`config.mk`:
```
export PLATFORM = sky130hd
export DESIGN_NAME = kalman_angle_bias_filter
export DESIGN_NICKNAME = d
export VERILOG_FILES = /design/src/hw/rtl/kabf_pkg.sv /design/src/hw/rtl/kabf_mul.sv /design/src/hw/rtl/kabf_div.sv /design/src/hw/rtl/kabf_datapath.sv /design/src/hw/rtl/kabf_ctrl.sv /design/src/hw/rtl/kalman_angle_bias_filter.sv
export SDC_FILE = /design/constraint.sdc
export NUM_CORES = 2
export LEC_CHECK = 0
export BUFFER_PORTS_ARGS = -buffer_cell sky130_fd_sc_hd__buf_2
export CAP_MARGIN = 40
export CORE_MARGIN = 3
export CORE_UTILIZATION = 50
export CTS_BUF_LIST = sky130_fd_sc_hd__clkbuf_4 sky130_fd_sc_hd__clkbuf_8
export DETAILED_ROUTE_END_ITERATION = 7
export GPL_TIMING_DRIVEN = 0
export PLACE_DENSITY = 0.69
export SKIP_LAST_GASP = 1
export SLEW_MARGIN = 20
export SYNTH_ARGS = -nofsm -noshare
export SYNTH_HDL_FRONTEND = slang
export SYNTH_SLANG_ARGS = --single-unit
```
`constraint.sdc`:
```
create_clock -name clk -period 10.3 [get_ports clk]
set_input_delay 1.03 -clock clk [delete_from_list [all_inputs] [get_ports clk]]
set_output_delay 1.03 -clock clk [all_outputs]
set_load 0.02 [all_outputs]
```
`src/hw/rtl/kabf_pkg.sv`:
```
// ----------------------------------------------------------------------------
// kabf_pkg
// Shared constants, codes and controller/datapath interface types of the
// two-state angle and gyro bias Kalman filter.
// ----------------------------------------------------------------------------
package kabf_pkg;

	localparam int WORD_WIDTH_DEF = 32;
	localparam int FRAC_BITS      = 24;
	localparam int DIGIT_BITS     = 16;

	localparam int ANGLE_W  = 25;
	localparam int RATE_W   = 28;
	localparam int DT_W     = 25;
	localparam int OUT_W    = 32;
	localparam int CFG_W    = 31;
	localparam int CFG_IDX_W = 2;

	localparam int IN_TDATA_W  = 80;
	localparam int OUT_TDATA_W = 96;

	localparam logic [CFG_IDX_W-1:0] CFG_ANGLE_NOISE = 2'd0;
	localparam logic [CFG_IDX_W-1:0] CFG_BIAS_NOISE  = 2'd1;
	localparam logic [CFG_IDX_W-1:0] CFG_MEAS_NOISE  = 2'd2;

	localparam logic [CFG_W-1:0] ANGLE_NOISE_RST = 31'd16777;
	localparam logic [CFG_W-1:0] BIAS_NOISE_RST  = 31'd50332;
	localparam logic [CFG_W-1:0] MEAS_NOISE_RST  = 31'd503316;

	typedef enum logic [3:0] {
		MOP_ANGLE_PRED,
		MOP_T,
		MOP_P0_PRED,
		MOP_P3_PRED,
		MOP_ANGLE_CORR,
		MOP_BIAS_CORR,
		MOP_P0_CORR,
		MOP_P1_CORR,
		MOP_P2_CORR,
		MOP_P3_CORR
	} mul_op_t;

	typedef enum logic [2:0] {
		ST_IDLE,
		ST_MUL,
		ST_MUL_WAIT,
		ST_INNER,
		ST_GAIN,
		ST_DIV,
		ST_DIV_WAIT,
		ST_OUT
	} ctrl_state_t;

	typedef struct packed {
		logic    load;
		logic    mul_start;
		logic    mul_wb;
		mul_op_t mul_op;
		logic    step_inner;
		logic    step_gain;
		logic    div_start;
		logic    div_wb;
		logic    out_load;
	} ctrl_cmd_t;

	typedef struct packed {
		logic mul_busy;
		logic mul_done;
		logic div_busy;
		logic div_done;
	} dp_status_t;

endpackage

```
`src/hw/rtl/kabf_mul.sv`:
```
// ----------------------------------------------------------------------------
// kabf_mul
// Sequential fractional multiplier: magnitude product built one 16-bit digit
// per cycle, then rounded half away from zero and saturated to the word.
// ----------------------------------------------------------------------------
module kabf_mul #(
	parameter int W = kabf_pkg::WORD_WIDTH_DEF
) (
	input  logic                clk,
	input  logic                arst_n,
	input  logic                start,
	input  logic signed [W-1:0] a,
	input  logic signed [W-1:0] b,
	output logic                busy,
	output logic                done,
	output logic signed [W-1:0] res
);
	import kabf_pkg::*;

	localparam int CH = (W + DIGIT_BITS - 1) / DIGIT_BITS;
	localparam int BW = CH * DIGIT_BITS;
	localparam int AW = BW + W;
	localparam int MW = AW - FRAC_BITS + 1;
	localparam int CW = $clog2(CH + 1);
	localparam logic [AW:0] RND_HALF =
		{{(AW - FRAC_BITS + 1){1'b0}}, 1'b1, {(FRAC_BITS - 1){1'b0}}};
	localparam logic [MW-1:0] LIM_POS = {{(MW - W + 1){1'b0}}, {(W - 1){1'b1}}};
	localparam logic [MW-1:0] LIM_NEG = {{(MW - W){1'b0}}, 1'b1, {(W - 1){1'b0}}};

	logic [W-1:0]            ua_q;
	logic [BW-1:0]           ub_q;
	logic [AW-1:0]           acc_q;
	logic                    neg_q;
	logic [CW-1:0]           cnt_q;
	logic                    busy_q;
	logic                    fin_q;
	logic                    done_q;
	logic signed [W-1:0]     res_q;
	logic [W+DIGIT_BITS-1:0] part;
	logic [AW:0]             rnd;
	logic [MW-1:0]           mag;
	logic [MW-1:0]           lim;
	logic [MW-1:0]           sel;
	logic [W-1:0]            mag_w;

	function automatic logic [W-1:0] mag_of(input logic [W-1:0] v);
		return v[W-1] ? ((~v) + W'(1)) : v;
	endfunction

	assign part  = (W + DIGIT_BITS)'(ua_q) * (W + DIGIT_BITS)'(ub_q[BW-1 -: DIGIT_BITS]);
	assign rnd   = {1'b0, acc_q} + RND_HALF;
	assign mag   = rnd[AW:FRAC_BITS];
	assign lim   = neg_q ? LIM_NEG : LIM_POS;
	assign sel   = (mag > lim) ? lim : mag;
	assign mag_w = sel[W-1:0];

	always_ff @(posedge clk or negedge arst_n) begin
		if (!arst_n) begin
			busy_q <= 1'b0;
			fin_q  <= 1'b0;
			done_q <= 1'b0;
			cnt_q  <= '0;
		end else begin
			done_q <= fin_q;
			fin_q  <= 1'b0;
			if (start) begin
				busy_q <= 1'b1;
				cnt_q  <= CW'(CH);
			end else if (busy_q) begin
				cnt_q <= cnt_q - CW'(1);
				if (cnt_q == CW'(1)) begin
					busy_q <= 1'b0;
					fin_q  <= 1'b1;
				end
			end
		end
	end

	always_ff @(posedge clk) begin
		if (start) begin
			ua_q  <= mag_of(a);
			ub_q  <= BW'(mag_of(b));
			neg_q <= a[W-1] ^ b[W-1];
			acc_q <= '0;
		end else if (busy_q) begin
			acc_q <= {acc_q[AW-DIGIT_BITS-1:0], {DIGIT_BITS{1'b0}}} + AW'(part);
			ub_q  <= ub_q << DIGIT_BITS;
		end
		if (fin_q) begin
			res_q <= neg_q ? -mag_w : mag_w;
		end
	end

	assign busy = busy_q | fin_q;
	assign done = done_q;
	assign res  = res_q;

`ifndef NO_ASSERTIONS
	a_no_restart: assert property (@(posedge clk) disable iff (!arst_n)
		start |-> !busy_q && !fin_q)
		else $error("multiplier started while busy");
`endif

endmodule

```
`src/hw/rtl/kabf_div.sv`:
```
// ----------------------------------------------------------------------------
// kabf_div
// Restoring fractional divider, one quotient bit per cycle, dividing two
// numerators by one shared divisor; truncates and saturates to the word.
// ----------------------------------------------------------------------------
module kabf_div #(
	parameter int W = kabf_pkg::WORD_WIDTH_DEF
) (
	input  logic                clk,
	input  logic                arst_n,
	input  logic                start,
	input  logic signed [W-1:0] n0,
	input  logic signed [W-1:0] n1,
	input  logic signed [W-1:0] d,
	output logic                busy,
	output logic                done,
	output logic signed [W-1:0] q0,
	output logic signed [W-1:0] q1
);
	import kabf_pkg::*;

	localparam int N  = W + FRAC_BITS;
	localparam int CW = $clog2(N + 1);
	localparam logic [N-1:0] LIM_POS = {{(N - W + 1){1'b0}}, {(W - 1){1'b1}}};
	localparam logic [N-1:0] LIM_NEG = {{(N - W){1'b0}}, 1'b1, {(W - 1){1'b0}}};

	logic [N-1:0]        dv0_q;
	logic [N-1:0]        dv1_q;
	logic [W-1:0]        rem0_q;
	logic [W-1:0]        rem1_q;
	logic [W-1:0]        ud_q;
	logic                neg0_q;
	logic                neg1_q;
	logic                zero_q;
	logic [CW-1:0]       cnt_q;
	logic                busy_q;
	logic                fin_q;
	logic                done_q;
	logic signed [W-1:0] q0_q;
	logic signed [W-1:0] q1_q;
	logic [W:0]          st0;
	logic [W:0]          st1;

	function automatic logic [W-1:0] mag_of(input logic [W-1:0] v);
		return v[W-1] ? ((~v) + W'(1)) : v;
	endfunction

	// returns {quotient bit, new remainder}
	function automatic logic [W:0] div_step(input logic [W-1:0] rem, input logic bit_in,
		input logic [W-1:0] ud);
		logic [W:0] trial;
		logic [W:0] diff;
		trial = {rem, bit_in};
		diff  = trial - {1'b0, ud};
		return diff[W] ? {1'b0, trial[W-1:0]} : {1'b1, diff[W-1:0]};
	endfunction

	function automatic logic [W-1:0] sat_quot(input logic [N-1:0] q, input logic neg,
		input logic zero);
		logic [N-1:0] lim;
		logic [W-1:0] m;
		lim = neg ? LIM_NEG : LIM_POS;
		m   = (q > lim) ? lim[W-1:0] : q[W-1:0];
		return zero ? '0 : (neg ? -m : m);
	endfunction

	assign st0 = div_step(rem0_q, dv0_q[N-1], ud_q);
	assign st1 = div_step(rem1_q, dv1_q[N-1], ud_q);

	always_ff @(posedge clk or negedge arst_n) begin
		if (!arst_n) begin
			busy_q <= 1'b0;
			fin_q  <= 1'b0;
			done_q <= 1'b0;
			cnt_q  <= '0;
		end else begin
			done_q <= fin_q;
			fin_q  <= 1'b0;
			if (start) begin
				busy_q <= 1'b1;
				cnt_q  <= CW'(N);
			end else if (busy_q) begin
				cnt_q <= cnt_q - CW'(1);
				if (cnt_q == CW'(1)) begin
					busy_q <= 1'b0;
					fin_q  <= 1'b1;
				end
			end
		end
	end

	always_ff @(posedge clk) begin
		if (start) begin
			dv0_q  <= {mag_of(n0), {FRAC_BITS{1'b0}}};
			dv1_q  <= {mag_of(n1), {FRAC_BITS{1'b0}}};
			rem0_q <= '0;
			rem1_q <= '0;
			ud_q   <= mag_of(d);
			neg0_q <= n0[W-1] ^ d[W-1];
			neg1_q <= n1[W-1] ^ d[W-1];
			zero_q <= (d == '0);
		end else if (busy_q) begin
			dv0_q  <= {dv0_q[N-2:0], st0[W]};
			dv1_q  <= {dv1_q[N-2:0], st1[W]};
			rem0_q <= st0[W-1:0];
			rem1_q <= st1[W-1:0];
		end
		if (fin_q) begin
			q0_q <= sat_quot(dv0_q, neg0_q, zero_q);
			q1_q <= sat_quot(dv1_q, neg1_q, zero_q);
		end
	end

	assign busy = busy_q | fin_q;
	assign done = done_q;
	assign q0   = q0_q;
	assign q1   = q1_q;

`ifndef NO_ASSERTIONS
	a_no_restart: assert property (@(posedge clk) disable iff (!arst_n)
		start |-> !busy_q && !fin_q && !done_q)
		else $error("divider started while busy");
`endif

endmodule

```
`src/hw/rtl/kabf_datapath.sv`:
```
// ----------------------------------------------------------------------------
// kabf_datapath
// Filter state, noise registers, saturating adders, the shared multiplier
// and divider, and the output word register.
// ----------------------------------------------------------------------------
module kabf_datapath #(
	parameter int W = kabf_pkg::WORD_WIDTH_DEF
) (
	input  logic                                clk,
	input  logic                                arst_n,
	input  kabf_pkg::ctrl_cmd_t                 cmd,
	output kabf_pkg::dp_status_t                status,
	input  logic signed [kabf_pkg::ANGLE_W-1:0] measured_angle,
	input  logic signed [kabf_pkg::RATE_W-1:0]  measured_rate,
	input  logic [kabf_pkg::DT_W-1:0]           time_step,
	input  logic                                cfg_we,
	input  logic [kabf_pkg::CFG_IDX_W-1:0]      cfg_index,
	input  logic [kabf_pkg::CFG_W-1:0]          cfg_wdata,
	output logic signed [kabf_pkg::OUT_W-1:0]   filtered_angle,
	output logic signed [kabf_pkg::OUT_W-1:0]   unbiased_rate,
	output logic signed [kabf_pkg::OUT_W-1:0]   bias_estimate
);
	import kabf_pkg::*;

	localparam int EW = W + 2;
	localparam int XI = ((W > 32) ? W : 32) + 1;
	localparam logic signed [EW-1:0] WMAX_E = {{(EW - W + 1){1'b0}}, {(W - 1){1'b1}}};
	localparam logic signed [EW-1:0] WMIN_E = {{(EW - W + 1){1'b1}}, {(W - 1){1'b0}}};
	localparam logic signed [XI-1:0] WMAX_X = {{(XI - W + 1){1'b0}}, {(W - 1){1'b1}}};
	localparam logic signed [XI-1:0] WMIN_X = {{(XI - W + 1){1'b1}}, {(W - 1){1'b0}}};
	localparam logic signed [XI-1:0] OMAX_X = {{(XI - 31){1'b0}}, {31{1'b1}}};
	localparam logic signed [XI-1:0] OMIN_X = {{(XI - 31){1'b1}}, {31{1'b0}}};

	logic [CFG_W-1:0]    qa_q;
	logic [CFG_W-1:0]    qb_q;
	logic [CFG_W-1:0]    rm_q;
	logic signed [W-1:0] ang_q;
	logic signed [W-1:0] bias_q;
	logic signed [W-1:0] p_q [4];
	logic signed [W-1:0] ma_q;
	logic signed [W-1:0] dt_q;
	logic signed [W-1:0] rate_q;
	logic signed [W-1:0] t_q;
	logic signed [W-1:0] inner_q;
	logic signed [W-1:0] s_q;
	logic signed [W-1:0] y_q;
	logic signed [W-1:0] k0_q;
	logic signed [W-1:0] k1_q;
	logic signed [W-1:0] p00_q;
	logic signed [W-1:0] p01_q;
	logic signed [OUT_W-1:0] fa_q;
	logic signed [OUT_W-1:0] ur_q;
	logic signed [OUT_W-1:0] be_q;

	logic signed [W-1:0] qa_w;
	logic signed [W-1:0] qb_w;
	logic signed [W-1:0] rm_w;
	logic signed [W-1:0] ma_w;
	logic signed [W-1:0] mr_w;
	logic signed [W-1:0] dt_w;
	logic signed [W-1:0] mul_a;
	logic signed [W-1:0] mul_b;
	logic signed [W-1:0] mul_res;
	logic signed [W-1:0] k0_res;
	logic signed [W-1:0] k1_res;
	logic                mul_busy;
	logic                mul_done;
	logic                div_busy;
	logic                div_done;

	function automatic logic signed [EW-1:0] ex(input logic signed [W-1:0] v);
		return {{2{v[W-1]}}, v};
	endfunction

	function automatic logic signed [W-1:0] sat_e(input logic signed [EW-1:0] v);
		if (v > WMAX_E) return WMAX_E[W-1:0];
		if (v < WMIN_E) return WMIN_E[W-1:0];
		return v[W-1:0];
	endfunction

	function automatic logic signed [W-1:0] sat_in(input logic signed [XI-1:0] v);
		if (v > WMAX_X) return WMAX_X[W-1:0];
		if (v < WMIN_X) return WMIN_X[W-1:0];
		return v[W-1:0];
	endfunction

	function automatic logic signed [OUT_W-1:0] sat32(input logic signed [W-1:0] v);
		logic signed [XI-1:0] vx;
		vx = {{(XI - W){v[W-1]}}, v};
		if (vx > OMAX_X) return OMAX_X[OUT_W-1:0];
		if (vx < OMIN_X) return OMIN_X[OUT_W-1:0];
		return vx[OUT_W-1:0];
	endfunction

	assign qa_w = sat_in({{(XI - CFG_W){1'b0}}, qa_q});
	assign qb_w = sat_in({{(XI - CFG_W){1'b0}}, qb_q});
	assign rm_w = sat_in({{(XI - CFG_W){1'b0}}, rm_q});
	assign ma_w = sat_in({{(XI - ANGLE_W){measured_angle[ANGLE_W-1]}}, measured_angle});
	assign mr_w = sat_in({{(XI - RATE_W){measured_rate[RATE_W-1]}}, measured_rate});
	assign dt_w = sat_in({{(XI - DT_W){1'b0}}, time_step});

	always_comb begin
		unique case (cmd.mul_op)
			MOP_ANGLE_PRED: begin
				mul_a = dt_q;
				mul_b = rate_q;
			end
			MOP_T: begin
				mul_a = dt_q;
				mul_b = p_q[3];
			end
			MOP_P0_PRED: begin
				mul_a = dt_q;
				mul_b = inner_q;
			end
			MOP_P3_PRED: begin
				mul_a = qb_w;
				mul_b = dt_q;
			end
			MOP_ANGLE_CORR: begin
				mul_a = k0_q;
				mul_b = y_q;
			end
			MOP_BIAS_CORR: begin
				mul_a = k1_q;
				mul_b = y_q;
			end
			MOP_P0_CORR: begin
				mul_a = k0_q;
				mul_b = p00_q;
			end
			MOP_P1_CORR: begin
				mul_a = k0_q;
				mul_b = p01_q;
			end
			MOP_P2_CORR: begin
				mul_a = k1_q;
				mul_b = p00_q;
			end
			MOP_P3_CORR: begin
				mul_a = k1_q;
				mul_b = p01_q;
			end
			default: begin
				mul_a = '0;
				mul_b = '0;
			end
		endcase
	end

	kabf_mul #(.W(W)) u_mul (
		.clk    (clk),
		.arst_n (arst_n),
		.start  (cmd.mul_start),
		.a      (mul_a),
		.b      (mul_b),
		.busy   (mul_busy),
		.done   (mul_done),
		.res    (mul_res)
	);

	kabf_div #(.W(W)) u_div (
		.clk    (clk),
		.arst_n (arst_n),
		.start  (cmd.div_start),
		.n0     (p_q[0]),
		.n1     (p_q[2]),
		.d      (s_q),
		.busy   (div_busy),
		.done   (div_done),
		.q0     (k0_res),
		.q1     (k1_res)
	);

	// filter state and noise registers
	always_ff @(posedge clk or negedge arst_n) begin
		if (!arst_n) begin
			qa_q   <= ANGLE_NOISE_RST;
			qb_q   <= BIAS_NOISE_RST;
			rm_q   <= MEAS_NOISE_RST;
			ang_q  <= '0;
			bias_q <= '0;
			for (int i = 0; i < 4; i++) begin
				p_q[i] <= '0;
			end
		end else begin
			if (cfg_we) begin
				unique case (cfg_index)
					CFG_ANGLE_NOISE: qa_q <= cfg_wdata;
					CFG_BIAS_NOISE:  qb_q <= cfg_wdata;
					CFG_MEAS_NOISE:  rm_q <= cfg_wdata;
					default: ;
				endcase
			end
			if (cmd.step_inner) begin
				p_q[1] <= sat_e(ex(p_q[1]) - ex(t_q));
				p_q[2] <= sat_e(ex(p_q[2]) - ex(t_q));
			end
			if (cmd.mul_wb) begin
				unique case (cmd.mul_op)
					MOP_ANGLE_PRED: ang_q  <= sat_e(ex(ang_q) + ex(mul_res));
					MOP_P0_PRED:    p_q[0] <= sat_e(ex(p_q[0]) + ex(mul_res));
					MOP_P3_PRED:    p_q[3] <= sat_e(ex(p_q[3]) + ex(mul_res));
					MOP_ANGLE_CORR: ang_q  <= sat_e(ex(ang_q) + ex(mul_res));
					MOP_BIAS_CORR:  bias_q <= sat_e(ex(bias_q) + ex(mul_res));
					MOP_P0_CORR:    p_q[0] <= sat_e(ex(p_q[0]) - ex(mul_res));
					MOP_P1_CORR:    p_q[1] <= sat_e(ex(p_q[1]) - ex(mul_res));
					MOP_P2_CORR:    p_q[2] <= sat_e(ex(p_q[2]) - ex(mul_res));
					MOP_P3_CORR:    p_q[3] <= sat_e(ex(p_q[3]) - ex(mul_res));
					default: ;
				endcase
			end
		end
	end

	// per-word working registers
	always_ff @(posedge clk) begin
		if (cmd.load) begin
			ma_q   <= ma_w;
			dt_q   <= dt_w;
			rate_q <= sat_e(ex(mr_w) - ex(bias_q));
		end
		if (cmd.mul_wb && cmd.mul_op == MOP_T) begin
			t_q <= mul_res;
		end
		if (cmd.step_inner) begin
			inner_q <= sat_e(ex(t_q) - ex(p_q[1]) - ex(p_q[2]) + ex(qa_w));
		end
		if (cmd.step_gain) begin
			s_q   <= sat_e(ex(p_q[0]) + ex(rm_w));
			y_q   <= sat_e(ex(ma_q) - ex(ang_q));
			p00_q <= p_q[0];
			p01_q <= p_q[1];
		end
		if (cmd.div_wb) begin
			k0_q <= k0_res;
			k1_q <= k1_res;
		end
		if (cmd.out_load) begin
			fa_q <= sat32(ang_q);
			ur_q <= sat32(rate_q);
			be_q <= sat32(bias_q);
		end
	end

	assign status.mul_busy = mul_busy;
	assign status.mul_done = mul_done;
	assign status.div_busy = div_busy;
	assign status.div_done = div_done;

	assign filtered_angle = fa_q;
	assign unbiased_rate  = ur_q;
	assign bias_estimate  = be_q;

endmodule

```
`src/hw/rtl/kabf_ctrl.sv`:
```
// ----------------------------------------------------------------------------
// kabf_ctrl
// Sequencer of one filter step: load, ten multiplies, covariance and gain
// steps, the gain division and the hand-off into the output register.
// ----------------------------------------------------------------------------
module kabf_ctrl (
	input  logic                 clk,
	input  logic                 arst_n,
	input  logic                 s_tvalid,
	output logic                 s_tready,
	output logic                 m_tvalid,
	input  logic                 m_tready,
	input  kabf_pkg::dp_status_t status,
	output kabf_pkg::ctrl_cmd_t  cmd
);
	import kabf_pkg::*;

	ctrl_state_t state_q;
	ctrl_state_t state_d;
	mul_op_t     mop_q;
	mul_op_t     mop_d;
	logic        out_valid_q;

	always_ff @(posedge clk or negedge arst_n) begin
		if (!arst_n) begin
			state_q     <= ST_IDLE;
			mop_q       <= MOP_ANGLE_PRED;
			out_valid_q <= 1'b0;
		end else begin
			state_q <= state_d;
			mop_q   <= mop_d;
			if (cmd.out_load) begin
				out_valid_q <= 1'b1;
			end else if (m_tready) begin
				out_valid_q <= 1'b0;
			end
		end
	end

	always_comb begin
		state_d    = state_q;
		mop_d      = mop_q;
		cmd        = '0;
		cmd.mul_op = mop_q;
		s_tready   = 1'b0;
		unique case (state_q)
			ST_IDLE: begin
				s_tready = 1'b1;
				if (s_tvalid) begin
					cmd.load = 1'b1;
					mop_d    = MOP_ANGLE_PRED;
					state_d  = ST_MUL;
				end
			end
			ST_MUL: begin
				cmd.mul_start = 1'b1;
				state_d       = ST_MUL_WAIT;
			end
			ST_MUL_WAIT: begin
				if (status.mul_done) begin
					cmd.mul_wb = 1'b1;
					state_d    = ST_MUL;
					unique case (mop_q)
						MOP_ANGLE_PRED: mop_d = MOP_T;
						MOP_T:          state_d = ST_INNER;
						MOP_P0_PRED:    mop_d = MOP_P3_PRED;
						MOP_P3_PRED:    state_d = ST_GAIN;
						MOP_ANGLE_CORR: mop_d = MOP_BIAS_CORR;
						MOP_BIAS_CORR:  mop_d = MOP_P0_CORR;
						MOP_P0_CORR:    mop_d = MOP_P1_CORR;
						MOP_P1_CORR:    mop_d = MOP_P2_CORR;
						MOP_P2_CORR:    mop_d = MOP_P3_CORR;
						MOP_P3_CORR:    state_d = ST_OUT;
						default:        state_d = ST_IDLE;
					endcase
				end
			end
			ST_INNER: begin
				cmd.step_inner = 1'b1;
				mop_d          = MOP_P0_PRED;
				state_d        = ST_MUL;
			end
			ST_GAIN: begin
				cmd.step_gain = 1'b1;
				state_d       = ST_DIV;
			end
			ST_DIV: begin
				cmd.div_start = 1'b1;
				state_d       = ST_DIV_WAIT;
			end
			ST_DIV_WAIT: begin
				if (status.div_done) begin
					cmd.div_wb = 1'b1;
					mop_d      = MOP_ANGLE_CORR;
					state_d    = ST_MUL;
				end
			end
			ST_OUT: begin
				if (!out_valid_q || m_tready) begin
					cmd.out_load = 1'b1;
					state_d      = ST_IDLE;
				end
			end
			default: state_d = ST_IDLE;
		endcase
	end

	assign m_tvalid = out_valid_q;

`ifndef NO_ASSERTIONS
	a_idle_units_quiet: assert property (@(posedge clk) disable iff (!arst_n)
		state_q == ST_IDLE |-> !status.mul_busy && !status.div_busy)
		else $error("arithmetic unit busy while idle");

	a_valid_from_out: assert property (@(posedge clk) disable iff (!arst_n)
		$rose(m_tvalid) |-> $past(state_q) == ST_OUT)
		else $error("output word raised outside the output step");
`endif

endmodule

```
`src/hw/rtl/kalman_angle_bias_filter.sv`:
```
// ----------------------------------------------------------------------------
// kalman_angle_bias_filter
// Two-state Kalman filter for tilt angle and gyro bias in fixed point.
// ----------------------------------------------------------------------------
// Input stream s_*: one word per IMU sample (measured angle, gyro rate, time
// step). Output stream m_*: one word per sample (filtered angle, unbiased
// rate, bias estimate). Noise variances must be written by the user through
// cfg_* only while the block is idle; the block itself does not enforce this.
// Writes to an unknown index are ignored. Each sample runs through a
// sequencer that shares one digit-serial multiplier and one restoring
// divider. A new sample is accepted only after the previous one's output
// word is loaded. Of the time a sample takes, the divider, one quotient bit
// per cycle over WORD_WIDTH+24 bits, is the largest part, the ten multiplies
// most of the rest. s_tready is high only between samples. The output register
// holds a finished word while the next sample is accepted and processed;
// if the receiver still stalls when the next word is ready, the sequencer
// waits for it. Reset clears the angle, bias and covariance to zero, loads
// the default noise values and empties the output register.
// ----------------------------------------------------------------------------
module kalman_angle_bias_filter #(
	parameter int WORD_WIDTH = kabf_pkg::WORD_WIDTH_DEF
) (
	input  logic                                clk,
	input  logic                                arst_n,
	input  logic                                s_tvalid,
	output logic                                s_tready,
	// measured_angle [24:0], measured_rate [52:25], time_step [77:53]
	input  logic [kabf_pkg::IN_TDATA_W-1:0]     s_tdata,
	output logic                                m_tvalid,
	input  logic                                m_tready,
	// filtered_angle [31:0], unbiased_rate [63:32], bias_estimate [95:64]
	output logic [kabf_pkg::OUT_TDATA_W-1:0]    m_tdata,
	input  logic                                cfg_we,
	input  logic [kabf_pkg::CFG_IDX_W-1:0]      cfg_index,
	input  logic [kabf_pkg::CFG_W-1:0]          cfg_wdata
);
	import kabf_pkg::*;

	ctrl_cmd_t            cmd;
	dp_status_t           status;
	logic signed [OUT_W-1:0] filtered_angle;
	logic signed [OUT_W-1:0] unbiased_rate;
	logic signed [OUT_W-1:0] bias_estimate;

	kabf_ctrl u_ctrl (
		.clk      (clk),
		.arst_n   (arst_n),
		.s_tvalid (s_tvalid),
		.s_tready (s_tready),
		.m_tvalid (m_tvalid),
		.m_tready (m_tready),
		.status   (status),
		.cmd      (cmd)
	);

	kabf_datapath #(.W(WORD_WIDTH)) u_datapath (
		.clk            (clk),
		.arst_n         (arst_n),
		.cmd            (cmd),
		.status         (status),
		.measured_angle (s_tdata[24:0]),
		.measured_rate  (s_tdata[52:25]),
		.time_step      (s_tdata[77:53]),
		.cfg_we         (cfg_we),
		.cfg_index      (cfg_index),
		.cfg_wdata      (cfg_wdata),
		.filtered_angle (filtered_angle),
		.unbiased_rate  (unbiased_rate),
		.bias_estimate  (bias_estimate)
	);

	assign m_tdata = {bias_estimate, unbiased_rate, filtered_angle};

endmodule

```
==> flow_summary.yaml <==
timing:
  finalSetupViolations: 0
  finalCriticalPeriod_ns: 8.63
  worstMarginPinSlew_ns: 1.05
  hold_ws_ns: 0.174
  fin_skew_ns: 0.0602
  hold_violations: 0
  clock.fmax_mhz: 116
  drv_slew: 0
  tns_ns: 0
  rsz0062_at_grt: "false"
  layout_worst_path_cycle_share_pct: 83.8
  maxSlewHeadroom_pct: 30.3
  fin_ws_ns: 1.67
worst_hold_path:
  hp-class: "input pin to flip-flop"
  whs_endpoint: "u_datapath.ma_q[30]"
  hold_depth: 1
  hp-start: "s_tdata[24]"
synth:
  synthTopCellsByArea: "edfxtp_1 (21%), fa_1 (11%), ha_1 (9.5%)"
  synth_edf_count: 695
  syn_nets: 12300
  synth_area_leader_cell: "edfxtp_1"
  synthFlopType: "edfxtp_1"
  synth_cells: 10900
  mappedNetlistArea_mm2: 0.0999
  yosysUniqueCellTypes: 120
  synth_top_area_share_pct: 20.9
  synth-async-reset-ratio_pct: 26.1
  ys_seq_elements: 1178
  ys_seq_area_share_pct: 32.1
  yosys_warnings: 0
  synth_area_per_cell_um2: 9.15
die:
  placementRows: 163
  die_area_mm2: 0.205
  io_pins: 216
  floorplan.initialDensity_pct: 50.4
  fp.dieW_um: 453
  core_area_mm2: 0.198
  die_y_um: 453
drt:
  avgViaCountPerCell: 6.14
  drt-initial-drc-count: 9611
  wl_um: 372000
  vias: 87400
  ant_nets: 0
  drc: 0
  wl_per_cell_um: 26.1
  firstDrtPassIters: 7
cts:
  post_cts_buffers: 0
  clk_path_buf_depth: 3
  clock_latency_ns: 1.03
  clkSlewWorstSetupHoldPaths_ns: 0.07
  cts_root_buf: "clkbuf_8"
  cts_tree: "yes"
  cts_hold_buf: 1
  cts_resized: 0
  numCtsBuffers: 208
  cts.sinks: 1178
  cts_max_level: 4
setup_path:
  worstRegToRegCells: 24
  reg2reg_from: "u_datapath.u_mul.ub_q[23]"
  start_kind: "flip-flop"
  required_ns: 11.22
  path_class: "flip-flop to flip-flop"
  arrival_ns: 9.54
  crit_fanout: 10
  r2r_end: "u_datapath.u_mul.acc_q[41]"
  end_kind: "flip-flop"
  ff2ff_setup_slack_ns: 1.67
finish:
  drive_gt1_share_pct: 8.40
  fin_nets: 12800
  syn_to_final_growth_pct: 10.6
  multi_input_area_mm2: 0.0615
  final_core_util_pct: 55.8
  fill_cells: 17800
  layout_commonest_cell: "inv_1"
  layout_common_cells: "inv_1 (1,035), nand2_1 (1,003), a21oi_1 (873)"
  seqCellArea_mm2: 0.0321
grt:
  grt_max_degree: 97
  antenna_found_initial: 30
  grt_overflow: 0
  grtUsageTotal_pct: 35.7
  grt_pass1_vias: 84400
  grt_pass1_wl_um: 547000
placed_design:
  dpl.hpwl_um: 298000
  place_ws_ns: 1.81
  io_buffers: 188
  gp_congestion: 1.02
run_status:
  run_status: "complete, no violations"
run:
  maxCapViolCount: 0
## cell families after synthesis
logic type	share of synthesized area [%]
compound gates	18.6
simple gates	13.9
buf+inv	6.35
fa+ha+maj	20.4
flops	32.1
xor+xnor	5.58
mux	3.09
## flip-flops by register name, summed over array words and instances (netlist names), 56 cells and up
| name | flops |
|---|---|
| u_datapath.u_div.dv0_q | 56 |
| u_datapath.u_mul.acc_q | 64 |
| u_datapath.p_q | 128 |
| u_datapath.u_div.dv1_q | 56 |
## critical path: stages, from the launching register on
cell and delay, ns:
edfxtp_1 0.73, clkbuf_1 0.62, nand2_1 0.19, fa_1 0.53, inv_1 0.05, fa_1 0.53, fa_1 0.49, fa_1 0.55
fa_1 0.54, inv_1 0.06, fa_1 0.58, inv_1 0.05, ha_1 0.37, a21o_1 0.21, a21o_1 0.17, a221oi_1 0.55
nor3_1 0.14, nor2_1 0.19, a21oi_1 0.09, a2111oi_0 0.63, o21ai_1 0.27, a2111o_1 0.46, a31oi_1 0.21, nor3b_1 0.21
nor3_1 0.08
## synth_stat cells (all sizes together) (109+ instances only)
master	n
a21o	301
a21oi	874
a31oi	112
and2	246
clkbuf	526
dfrtp	285
dfxtp	176
edfxtp	695
fa	528
ha	759
inv	1043
mux2	109
mux2i	177
nand2	1004
nand3	180
nor2	693
nor3	176
o21ai	717
o31ai	116
xnor2	403
xor2	223
## layout make-up
type	count	area share (%)
well taps	2640	2.99
clock inverters	99	1.12
plain buffers	614	2.18
repair buffers	275	2.00
clock buffers	296	3.37
inverters	1047	3.56
diodes	22	0.0498
flip-flops and latches	1178	29.1
multi-input cells	8077	55.7
## worst max-delay path by stage
| stage | start | to | slack, ns |
|---|---|---|---|
| after floorplan | u_ctrl.state_q[2] | u_datapath.p00_q[0] | 0.19 |
| after global placement | u_ctrl.state_q[2] | u_datapath.s_q[17] | -3.55 |
| after detailed placement | u_datapath.u_mul.ub_q[23] | u_datapath.u_mul.acc_q[41] | 1.81 |
| after CTS | u_datapath.u_mul.ub_q[23] | u_datapath.u_mul.acc_q[41] | 1.77 |
| after global routing | u_datapath.u_mul.ub_q[23] | u_datapath.u_mul.acc_q[41] | 1.27 |
| final | u_datapath.u_mul.ub_q[23] | u_datapath.u_mul.acc_q[41] | 1.67 |
## routing by layer
metal | global-route usage, % | routed length [µm]
met5 | 0 | 151
met4 | 23.4 | 28300
met3 | 7.03 | 33500
met2 | 54.1 | 162000
met1 | 46.5 | 148000
## per-stage QoR
stage | cell area, µm² | instances
final | 110000 | 14200
after floorplan | 99900 | 10900
after global placement | 104000 | 13700
after global routing | 110000 | 14200
after detailed placement | 105000 | 13800
after CTS | 110000 | 14200
Power is not shown: default switching activity piles up to over one toggle a cycle in this logic, so the estimate is an artifact.
